<file path="config.mk">
export PLATFORM = sky130hd
export DESIGN_NAME = led_palette_color_map
export DESIGN_NICKNAME = d
export VERILOG_FILES = /design/src/hdl/lpc_pkg.sv /design/src/hdl/lpc_color_calc.sv /design/src/hdl/led_palette_color_map.sv
export SDC_FILE = /design/constraint.sdc
export NUM_CORES = 1
export LEC_CHECK = 0
export BUFFER_PORTS_ARGS = -buffer_cell sky130_fd_sc_hd__buf_2
export CAP_MARGIN = 20
export CORE_AREA = 10 10 118 141
export DETAILED_ROUTE_END_ITERATION = 10
export DIE_AREA = 0 0 128 151
export PLACE_DENSITY = 0.53
export RECOVER_POWER = 100
export REMOVE_ABC_BUFFERS = 1
export SYNTH_ARGS = -nofsm -noshare
export SYNTH_HDL_FRONTEND = slang
export SYNTH_SLANG_ARGS = --single-unit
export TNS_END_PERCENT = 20
</file>
<file path="constraint.sdc">
create_clock -name clk -period 22.1 [get_ports clk]
set_input_delay 4.42 -clock clk [delete_from_list [all_inputs] [get_ports clk]]
set_output_delay 4.42 -clock clk [all_outputs]
set_load 0.1 [all_outputs]
</file>
<file path="src/hdl/lpc_pkg.sv">
`timescale 1ns / 1ps
// ----------------------------------------------------------------------------
// lpc_pkg: shared types and constants of the LED palette color map
// Holds the palette codes, the pixel type and the fixed color tables.
// ----------------------------------------------------------------------------
package lpc_pkg;

	typedef enum logic [2:0] {
		PalRainbow   = 3'd0,
		PalWheel     = 3'd1,
		PalFlame     = 3'd2,
		PalCold      = 3'd3,
		PalWarm      = 3'd4,
		PalColdWhite = 3'd5,
		PalWarmWhite = 3'd6,
		PalBlack     = 3'd7
	} palette_t;

	typedef struct packed {
		logic [7:0] red;
		logic [7:0] green;
		logic [7:0] blue;
	} rgb_t;

	localparam int RainbowEntries = 7;
	localparam int RainbowStep    = 36;

	localparam logic [7:0] WheelSeg1  = 8'd85;
	localparam logic [7:0] WheelSeg2  = 8'd170;
	localparam logic [7:0] FlameScale = 8'd84;
	localparam logic [6:0] FlameFold  = 7'd42;
	localparam logic [6:0] FlameTop   = 7'd84;

	localparam rgb_t RainbowTab [RainbowEntries] = '{
		'{red: 8'hFF, green: 8'h00, blue: 8'h00},
		'{red: 8'hFF, green: 8'h7F, blue: 8'h00},
		'{red: 8'hFF, green: 8'hFF, blue: 8'h00},
		'{red: 8'h00, green: 8'hFF, blue: 8'h00},
		'{red: 8'h42, green: 8'hAA, blue: 8'hFF},
		'{red: 8'h00, green: 8'h00, blue: 8'hFF},
		'{red: 8'h8B, green: 8'h00, blue: 8'hFF}
	};

	localparam rgb_t ColdWhite = '{red: 8'hF0, green: 8'hF8, blue: 8'hFF};
	localparam rgb_t WarmWhite = '{red: 8'hFF, green: 8'hCF, blue: 8'h48};
	localparam rgb_t Black     = '{red: 8'h00, green: 8'h00, blue: 8'h00};

endpackage

</file>
<file path="src/hdl/lpc_color_calc.sv">
`timescale 1ns / 1ps
// ----------------------------------------------------------------------------
// lpc_color_calc: palette lookup logic
// Turns one color index into a pixel under the selected palette.
// ----------------------------------------------------------------------------
module lpc_color_calc (
	input  lpc_pkg::palette_t palette,
	input  logic [7:0]        color_index,
	output lpc_pkg::rgb_t     color
);

	// Three-segment wheel: one channel falls by three per step while the next rises.
	function automatic lpc_pkg::rgb_t wheel(input logic [7:0] pos);
		logic [7:0] off;
		logic [7:0] rise;
		logic [7:0] fall;
		lpc_pkg::rgb_t c;
		begin
			if (pos < lpc_pkg::WheelSeg1) begin
				off = pos;
			end else if (pos < lpc_pkg::WheelSeg2) begin
				off = pos - lpc_pkg::WheelSeg1;
			end else begin
				off = pos - lpc_pkg::WheelSeg2;
			end
			rise = 8'({off, 1'b0} + {1'b0, off});
			fall = 8'hFF - rise;
			if (pos < lpc_pkg::WheelSeg1) begin
				c = '{red: fall, green: rise, blue: 8'h00};
			end else if (pos < lpc_pkg::WheelSeg2) begin
				c = '{red: 8'h00, green: fall, blue: rise};
			end else begin
				c = '{red: rise, green: 8'h00, blue: fall};
			end
			return c;
		end
	endfunction

	logic [2:0]  rainbow_k;
	logic [14:0] flame_prod;
	logic [15:0] flame_p1;
	logic [6:0]  flame_k;
	logic [7:0]  flame_pos;
	logic [6:0]  fold_i;
	logic [7:0]  fold_up;

	// Rainbow entry is the index over 36, with the top sliver held at violet.
	always_comb begin
		rainbow_k = 3'd0;
		for (int j = 1; j < lpc_pkg::RainbowEntries; j++) begin
			if (color_index >= 8'(j * lpc_pkg::RainbowStep)) begin
				rainbow_k = 3'(j);
			end
		end
	end

	// Flame position: index * 84 / 255, the division done as a reciprocal
	// shift with a correction, then folded into a triangle over 0 to 42.
	always_comb begin
		flame_prod = 15'(color_index) * 15'(lpc_pkg::FlameScale);
		flame_p1   = 16'(flame_prod) + 16'd1;
		flame_k    = 7'((flame_p1 + (flame_p1 >> 8)) >> 8);
		if (flame_k < lpc_pkg::FlameFold) begin
			flame_pos = 8'(flame_k);
		end else if (flame_k == lpc_pkg::FlameTop) begin
			flame_pos = 8'd0;
		end else begin
			flame_pos = 8'(lpc_pkg::FlameTop - flame_k);
		end
	end

	// The upper half of the index mirrors the lower half.
	always_comb begin
		fold_i  = color_index[7] ? ~color_index[6:0] : color_index[6:0];
		fold_up = {fold_i, 1'b0};
	end

	always_comb begin
		case (palette)
			lpc_pkg::PalRainbow:   color = lpc_pkg::RainbowTab[rainbow_k];
			lpc_pkg::PalWheel:     color = wheel(color_index);
			lpc_pkg::PalFlame:     color = wheel(flame_pos);
			lpc_pkg::PalCold:      color = '{red: 8'h00, green: ~fold_up, blue: fold_up};
			lpc_pkg::PalWarm:      color = '{red: ~fold_up, green: 8'h00, blue: fold_up};
			lpc_pkg::PalColdWhite: color = lpc_pkg::ColdWhite;
			lpc_pkg::PalWarmWhite: color = lpc_pkg::WarmWhite;
			default:               color = lpc_pkg::Black;
		endcase
	end

endmodule

</file>
<file path="src/hdl/led_palette_color_map.sv">
`timescale 1ns / 1ps
// ----------------------------------------------------------------------------
// led_palette_color_map: color index to RGB pixel
// Maps an 8-bit color index to a red, green and blue pixel under a palette
// chosen by one configuration register.
// ----------------------------------------------------------------------------
//
//  channel | handshake           | payload
//  --------+---------------------+------------------------------------------
//  input   | in_valid / in_ready | color_index[7:0]
//  output  | out_valid/out_ready | red_level, green_level, blue_level [7:0]
//  config  | cfg_we (no wait)    | cfg_wdata[2:0] = palette_select
//
//  Each transaction passes through the input register and then the result
//  register. One transaction is accepted per cycle when the output is
//  drained every cycle.
//  Under a stall both registers hold their transaction, so the pipe keeps two;
//  the input register moves on whenever the result register is empty or read.
//  Reset clears both valid flags and sets the palette to the color wheel.
//
module led_palette_color_map (
	input  logic       clk,
	input  logic       arst_n,
	input  logic       cfg_we,
	input  logic [2:0] cfg_wdata,
	input  logic       in_valid,
	output logic       in_ready,
	input  logic [7:0] color_index,
	output logic       out_valid,
	input  logic       out_ready,
	output logic [7:0] red_level,
	output logic [7:0] green_level,
	output logic [7:0] blue_level
);

	lpc_pkg::palette_t palette_q;
	logic              valid_s1;
	logic [7:0]        index_s1;
	logic              valid_s2;
	lpc_pkg::rgb_t     rgb_s2;
	lpc_pkg::rgb_t     rgb_calc;
	logic              advance_s2;

	// The palette register. The user must let it change only while no transaction is in
	// flight; the block itself does not enforce this, so the lookup reads it directly.
	always_ff @(posedge clk or negedge arst_n) begin
		if (!arst_n) begin
			palette_q <= lpc_pkg::PalWheel;
		end else if (cfg_we) begin
			palette_q <= lpc_pkg::palette_t'(cfg_wdata);
		end
	end

	// The result register may load when it is empty or its pixel is taken now.
	assign advance_s2 = !valid_s2 || out_ready;
	// The input register may load when it is empty or it moves on this cycle.
	assign in_ready   = !valid_s1 || advance_s2;

	always_ff @(posedge clk or negedge arst_n) begin
		if (!arst_n) begin
			valid_s1 <= 1'b0;
		end else if (in_ready) begin
			valid_s1 <= in_valid;
		end
	end

	always_ff @(posedge clk) begin
		if (in_valid && in_ready) begin
			index_s1 <= color_index;
		end
	end

	lpc_color_calc u_calc (
		.palette     (palette_q),
		.color_index (index_s1),
		.color       (rgb_calc)
	);

	always_ff @(posedge clk or negedge arst_n) begin
		if (!arst_n) begin
			valid_s2 <= 1'b0;
		end else if (advance_s2) begin
			valid_s2 <= valid_s1;
		end
	end

	always_ff @(posedge clk) begin
		if (advance_s2 && valid_s1) begin
			rgb_s2 <= rgb_calc;
		end
	end

	assign out_valid   = valid_s2;
	assign red_level   = rgb_s2.red;
	assign green_level = rgb_s2.green;
	assign blue_level  = rgb_s2.blue;

`ifndef SYNTHESIS
	// Back-pressure on the input only comes from a full pipe with a stalled output.
	assert property (@(posedge clk) disable iff (!arst_n)
		!in_ready |-> valid_s1 && valid_s2 && !out_ready)
		else $error("input stalled without a full, stalled pipeline");

	// An accepted transaction lands in the input register with its index.
	assert property (@(posedge clk) disable iff (!arst_n)
		in_valid && in_ready |=> valid_s1 && index_s1 == $past(color_index))
		else $error("accepted transaction not captured in the input register");

	// A transaction that leaves the input register appears at the output.
	assert property (@(posedge clk) disable iff (!arst_n)
		valid_s1 && advance_s2 |=> valid_s2)
		else $error("transaction lost between input and result registers");

	// The black palette gives an all-zero pixel.
	assert property (@(posedge clk) disable iff (!arst_n)
		valid_s1 && advance_s2 && palette_q == lpc_pkg::PalBlack
		|=> red_level == 8'h00 && green_level == 8'h00 && blue_level == 8'h00)
		else $error("black palette produced a lit pixel");
`endif

endmodule
</file>
Yosys cells after proc, flatten, opt, wreduce, memory -nomap -nowiden. Memory sizes are Yosys's and may differ from the RTL's. Cells that the tools add are included.

Flip-flop bits (word level): 37. Memory bits (writable): 0. Memory bits (read-only): 192. Memories kept: 1. Bits in latches: 0. Output and inout port bits: 26.

$add $sub $neg: 11. Eq/ne operators: 7. Div/mod/pow operators: 0. Reductions and logical operators: 7. Bitwise logic cells: 3. $lt $le $gt $ge: 12. Mux-type cells: 22. Shift-type cells: 0. Multipliers: 1.

Memories: (no name shown) (depth 8, bits a word 24, rd ports 1, clocked after memory_dff 0, wr ports 0, line lpc_color_calc.sv:80) `lpc_pkg::PalRainbow: color = lpc_pkg::RainbowTab[rainbow_k];`.

Operators by type and width (number): $pmux 24 s7 (1); $mux 24 (6); $mux 8 (8); $ge 8x8->1 const B (3); $add 15x1->16 const B (1); $add 8x8->8 (2); $ge 8x7->1 const B (2); $lt 8x7->1 const B (2); $lt 8x8->1 const B (2); $sub 8x7->8 const B (2); $sub 8x8->8 const A (2); $sub 8x8->8 const B (2); $add 15x8->15 (1); $mux 3 (5); $mul 8x5->13 const B (1); $eq 3x3->1 const B (3); $ge 8x6->1 const B (1); $not 8->8 (1); $sub 7x7->8 const A (1); $eq 7x7->1 const B (1); $lt 7x6->1 const B (1); $mux 7 (1); $not 7->7 (1); $eq 3x2->1 const B (2); 8 further kinds (11).

Logic depth before layout (Yosys ltp).
Depth after elaboration: 15. Gate-level depth with buffers: 44. Mapped depth without buffers: 43.

Hierarchy. Synthesis repeated with hierarchy kept, for this count alone.

Cells, all modules: 621. Area total of the unflattened synthesis: 5366.4 um^2.

Modules (own cells, without submodules): lpc_color_calc (times used 1, cells each 575, sequential area each 0.0 um^2, area an instance 4194.0 um^2); led_palette_color_map (times used 1, cells each 46, sequential area each 1087.3 um^2, area an instance 1172.4 um^2).

Least setup slack after synthesis. OpenSTA, ideal clock, no wires.

Path kind: input -> output. Start: input out_ready. End: output in_ready. Data arrival time: 5242 ps. Slack: 12438 ps. Data required time: 17680 ps. Cell stages on the path: 1. Path through: nand3b_1.

Longest elaborated chain between the ends: 2.

RTL lines: from (decl) (line led_palette_color_map.sv:30) `input logic out_ready,`; $logic_or 1x1->1 (line led_palette_color_map.sv:55) `assign advance_s2 = !valid_s2 || out_ready;`; $logic_or 1x1->1 (line led_palette_color_map.sv:57) `assign in_ready = !valid_s1 || advance_s2;`; to (decl) (line led_palette_color_map.sv:27) `output logic in_ready,`.

No other way between the ends.

==> implementation parameters <==
Parameter                              Value

Synthesis
  Ys async rst share ... 13.5%
  Portion of the post-synthesis area used by sequential elements ... about a fifth
  Post-synthesis instance area ... 5400 µm²
  Post-synthesis instance total ... around 620
  Library cells used by synthesis ... 86
  Number of enable-type register cells in the synthesized netlist ... 32
  Number of flip-flops and latches in the synthesized netlist ... 37
  Synth Area per Inst ... around 8.7 µm²
  Main synth FF type ... edfxtp_1
  Number of warnings issued by yosys ... 0

Worst setup path
  Endpoint kind of the worst setup timing path ... flip-flop
  Critical-path maximum fanout ... 15
  Beginning of the critical path ... index_s1[4]
  Worst reg2reg path endpoint ... red_level[7]
  Launch instance of the worst register-to-register path ... index_s1[4]
  Setup CP Type ... reg -> reg
  Data arrival at the endpoint of the critical path ... about 11000 ps
  Critical path's largest stage delay ... approximately 1300 ps
  Number of cell instances on the worst register-to-register path ... 37
  Minimum setup slack among reg-to-reg paths ... 11400 ps
  Most repeated library cell on the critical path ... ha_1
  WP data required ... about 22000 ps
  CP max stage cell ... a211oi_1
  Critical path launch point type ... flip-flop

Final layout
  Leading cell types in the layout, fill and taps excluded ... ha_1, nor2_1, a21oi_1, inv_1, nand2_1
  Antenna diode count ... 0
  Final Instance Count excl. Fillers ... approximately 820
  Share of the core filled with cells in the final layout ... between 40% and 50%
  Most common library cell in the layout ignoring fill and taps ... ha_1
  Post-synthesis to final-layout area growth ... 8.36%
  Seq. cell area ... 1090 µm²
  Net count of the finished layout ... 750
  Fill cell instance count of the final layout ... approximately 1400
  Fraction of final layout cells with drive strength greater than 1 ... 8.15%
  Design area ... 5860 µm²
  Combined area of the multi-input logic cells ... 4020 µm²

Place
  Count of placed standard cells including taps ... between 800 and 900
  DP Wirelength ... around 12000 µm
  Routability-driven placement congestion ratio ... about 0.90
  Placed cell areas ... around 5800 µm²
  Port bufs ... 41

STA
  Setup skew after layout ... roughly 11 ps
  Peak clock frequency supported by timing ... between 90 and 100 MHz
  Actual transition at the worst max-transition pin ... around 1600 ps
  Post-route fraction of the period consumed by the critical path ... 48.4%
  Final hold violation count ... 0
  Slew margin rel. ... -6.36%
  Post-layout minimum cycle time ... 10700 ps
  Max Slew Vio Count ... 14
  Final setup violating endpoints ... 0
  Setup TNS after final layout ... 0 ps
  Unrepaired setup endpoints after global routing ... false

Clock network
  Bufs on Longest Clock Path ... 2
  Clock tree from TritonCTS ... yes
  Setup bufs post-CTS ... 0
  Post-cts sizing count ... 0
  # hold bufs at CTS ... 0
  Number of CTS-inserted buffers ... 5
  Deepest level of the CTS H-tree ... 2
  Clock latency on the worst-skew pair ... around 300 ps
  Post-CTS clock slew at the launch and capture registers of the worst setup and hold paths ... around 70 ps
  CTS sink cnt ... 37
  Root Buffer ... clkbuf_16

Run
  Number of max-cap violations ... 1

Floorplan
  Starting utilization of the core area ... around two fifths
  Io pins ... 42
  Full die area ... 19300 µm²
  Rows ... between 40 and 50
  Overall die height ... approximately 150 µm
  Overall die width ... 128 µm
  Placeable Area ... between 10000 and 15000 µm²

Drt
  Number of DRC violations after detailed-routing iteration 0 ... around 370
  Vias per cell ... 5.92
  Post-detailed-routing wire length ... 15600 µm
  First drt pass iteration count ... 5
  Via count ... a little under 5000
  DRC violation count after routing ... 0
  WL per Instance ... roughly 19 µm
  Routed Antenna Nets ... 0

GRT
  All-Layer GR Usage ... between 15 and 20%
  Maximum number of pins on one net before global-route repair ... 34
  Number of global-route vias before repair ... between 4000 and 5000
  Global-route congestion overflow total ... 0
  Initial antenna violation count ... 0
  Global-route wire length before repair ... 25100 µm

Min path
  WHS Path Cells ... 1
  Hold WC Path Type ... reg -> reg
  Terminating pin of the worst hold path ... out_valid
  Startpoint of the tightest hold check path ... valid_s1

Run status
  Violations in the final reports ... capacitance limit, slew limit
  Outcome ... complete, but fails checks
## worst max path at each step
stage | slack (ps) | endpoint | cells past startpoint
2_1_floorplan | 12440 | in_ready | 1
6_report | 11400 | red_level[7] | 37
5_1_grt | 10410 | red_level[7] | 37
3_5_place_dp | 12280 | red_level[7] | 40
3_3_place_gp | 12610 | red_level[7] | 40
4_1_cts | 12210 | red_level[7] | 40
## cell usage after synthesis, types with 4 or more instances
library cell  number  area share (%)
or2_2              6            0.69
nand3_1           10            0.93
xnor2_1           24             3.9
o21ai_1            4            0.37
a21oi_1           43             4.0
a221oi_1           6            0.97
o21ai_0           35             3.2
and2_1             4            0.46
nor4_1             7            0.81
nor2b_1            5            0.58
edfxtp_1          32              18
a31oi_1            6            0.69
ha_1              80              19
clkbuf_1          20             1.4
o21a_1             5            0.69
xor2_1             9             1.5
a21o_1            20             2.8
a211oi_1           7            0.97
nand2b_1          17             2.0
nand2_1           41             2.8
o31ai_1            8             1.1
fa_1               5             1.9
a221o_1            6             1.1
o21bai_1           6            0.83
dfrtp_1            4             1.9
o31a_1             4            0.65
o211ai_1          17             2.4
nor2_1            47             3.3
nor3_1            14             1.3
inv_1             41             2.8
## per-layer routing
layer	wire length (µm)	GRT usage, %	up-vias
li1	-	-	2406
met1	6780	19.1	2316
met2	7910	29.5	121
met3	645	2.34	17
met4	305	4.34	0
met5	0	0	-
## logic make-up after synthesis
group | synth area share, %
AO/OA/AOI/OAI | 30.2
XOR/XNOR | 6.46
adder cells (fa/ha/maj) | 20.6
buffers and inverters | 4.93
flip-flops | 20.1
multiplexers | 1.67
AND/OR/NAND/NOR | 16.1
## through the flow
| step | hold WS [ps] | setup slack, ps |
|---|---|---|
| 2_1_floorplan | 449 | 12440 |
| 6_report | 491 | 11400 |
| 3_3_place_gp | 478 | 12610 |
| 3_5_place_dp | 484 | 12280 |
| 5_1_grt | 539 | 10410 |
| 4_1_cts | 495 | 12210 |
## registers in the layout, indices dropped and copies added (netlist names)
signal	count
blue_level	8
green_level	8
index_s1	8
out_valid	1
palette_q	3
red_level	8
valid_s1	1
## final cells by class
cell class,instances,area share [%]
clock buffer,5,2.14
clock inverter,3,1.11
inverter,43,2.76
multi-input combinational,519,68.7
sequential,37,18.6
tap,171,3.65
timing repair buffer,43,3.10
## critical path: cells and delay by family, from the launching register on
kind | cells | cell delay, ps
AOI/OAI and AO/OA | 15 | 4480
xor gates and xnor gates | 4 | 940
adders and majority gates | 9 | 2770
buffers and inverters | 2 | 310
DFF | 1 | 700
muxes | 1 | 200
and+or+nand+nor | 6 | 1060
Power is not shown: default switching activity piles up to over one toggle a cycle in this logic, so the estimate is an artifact.
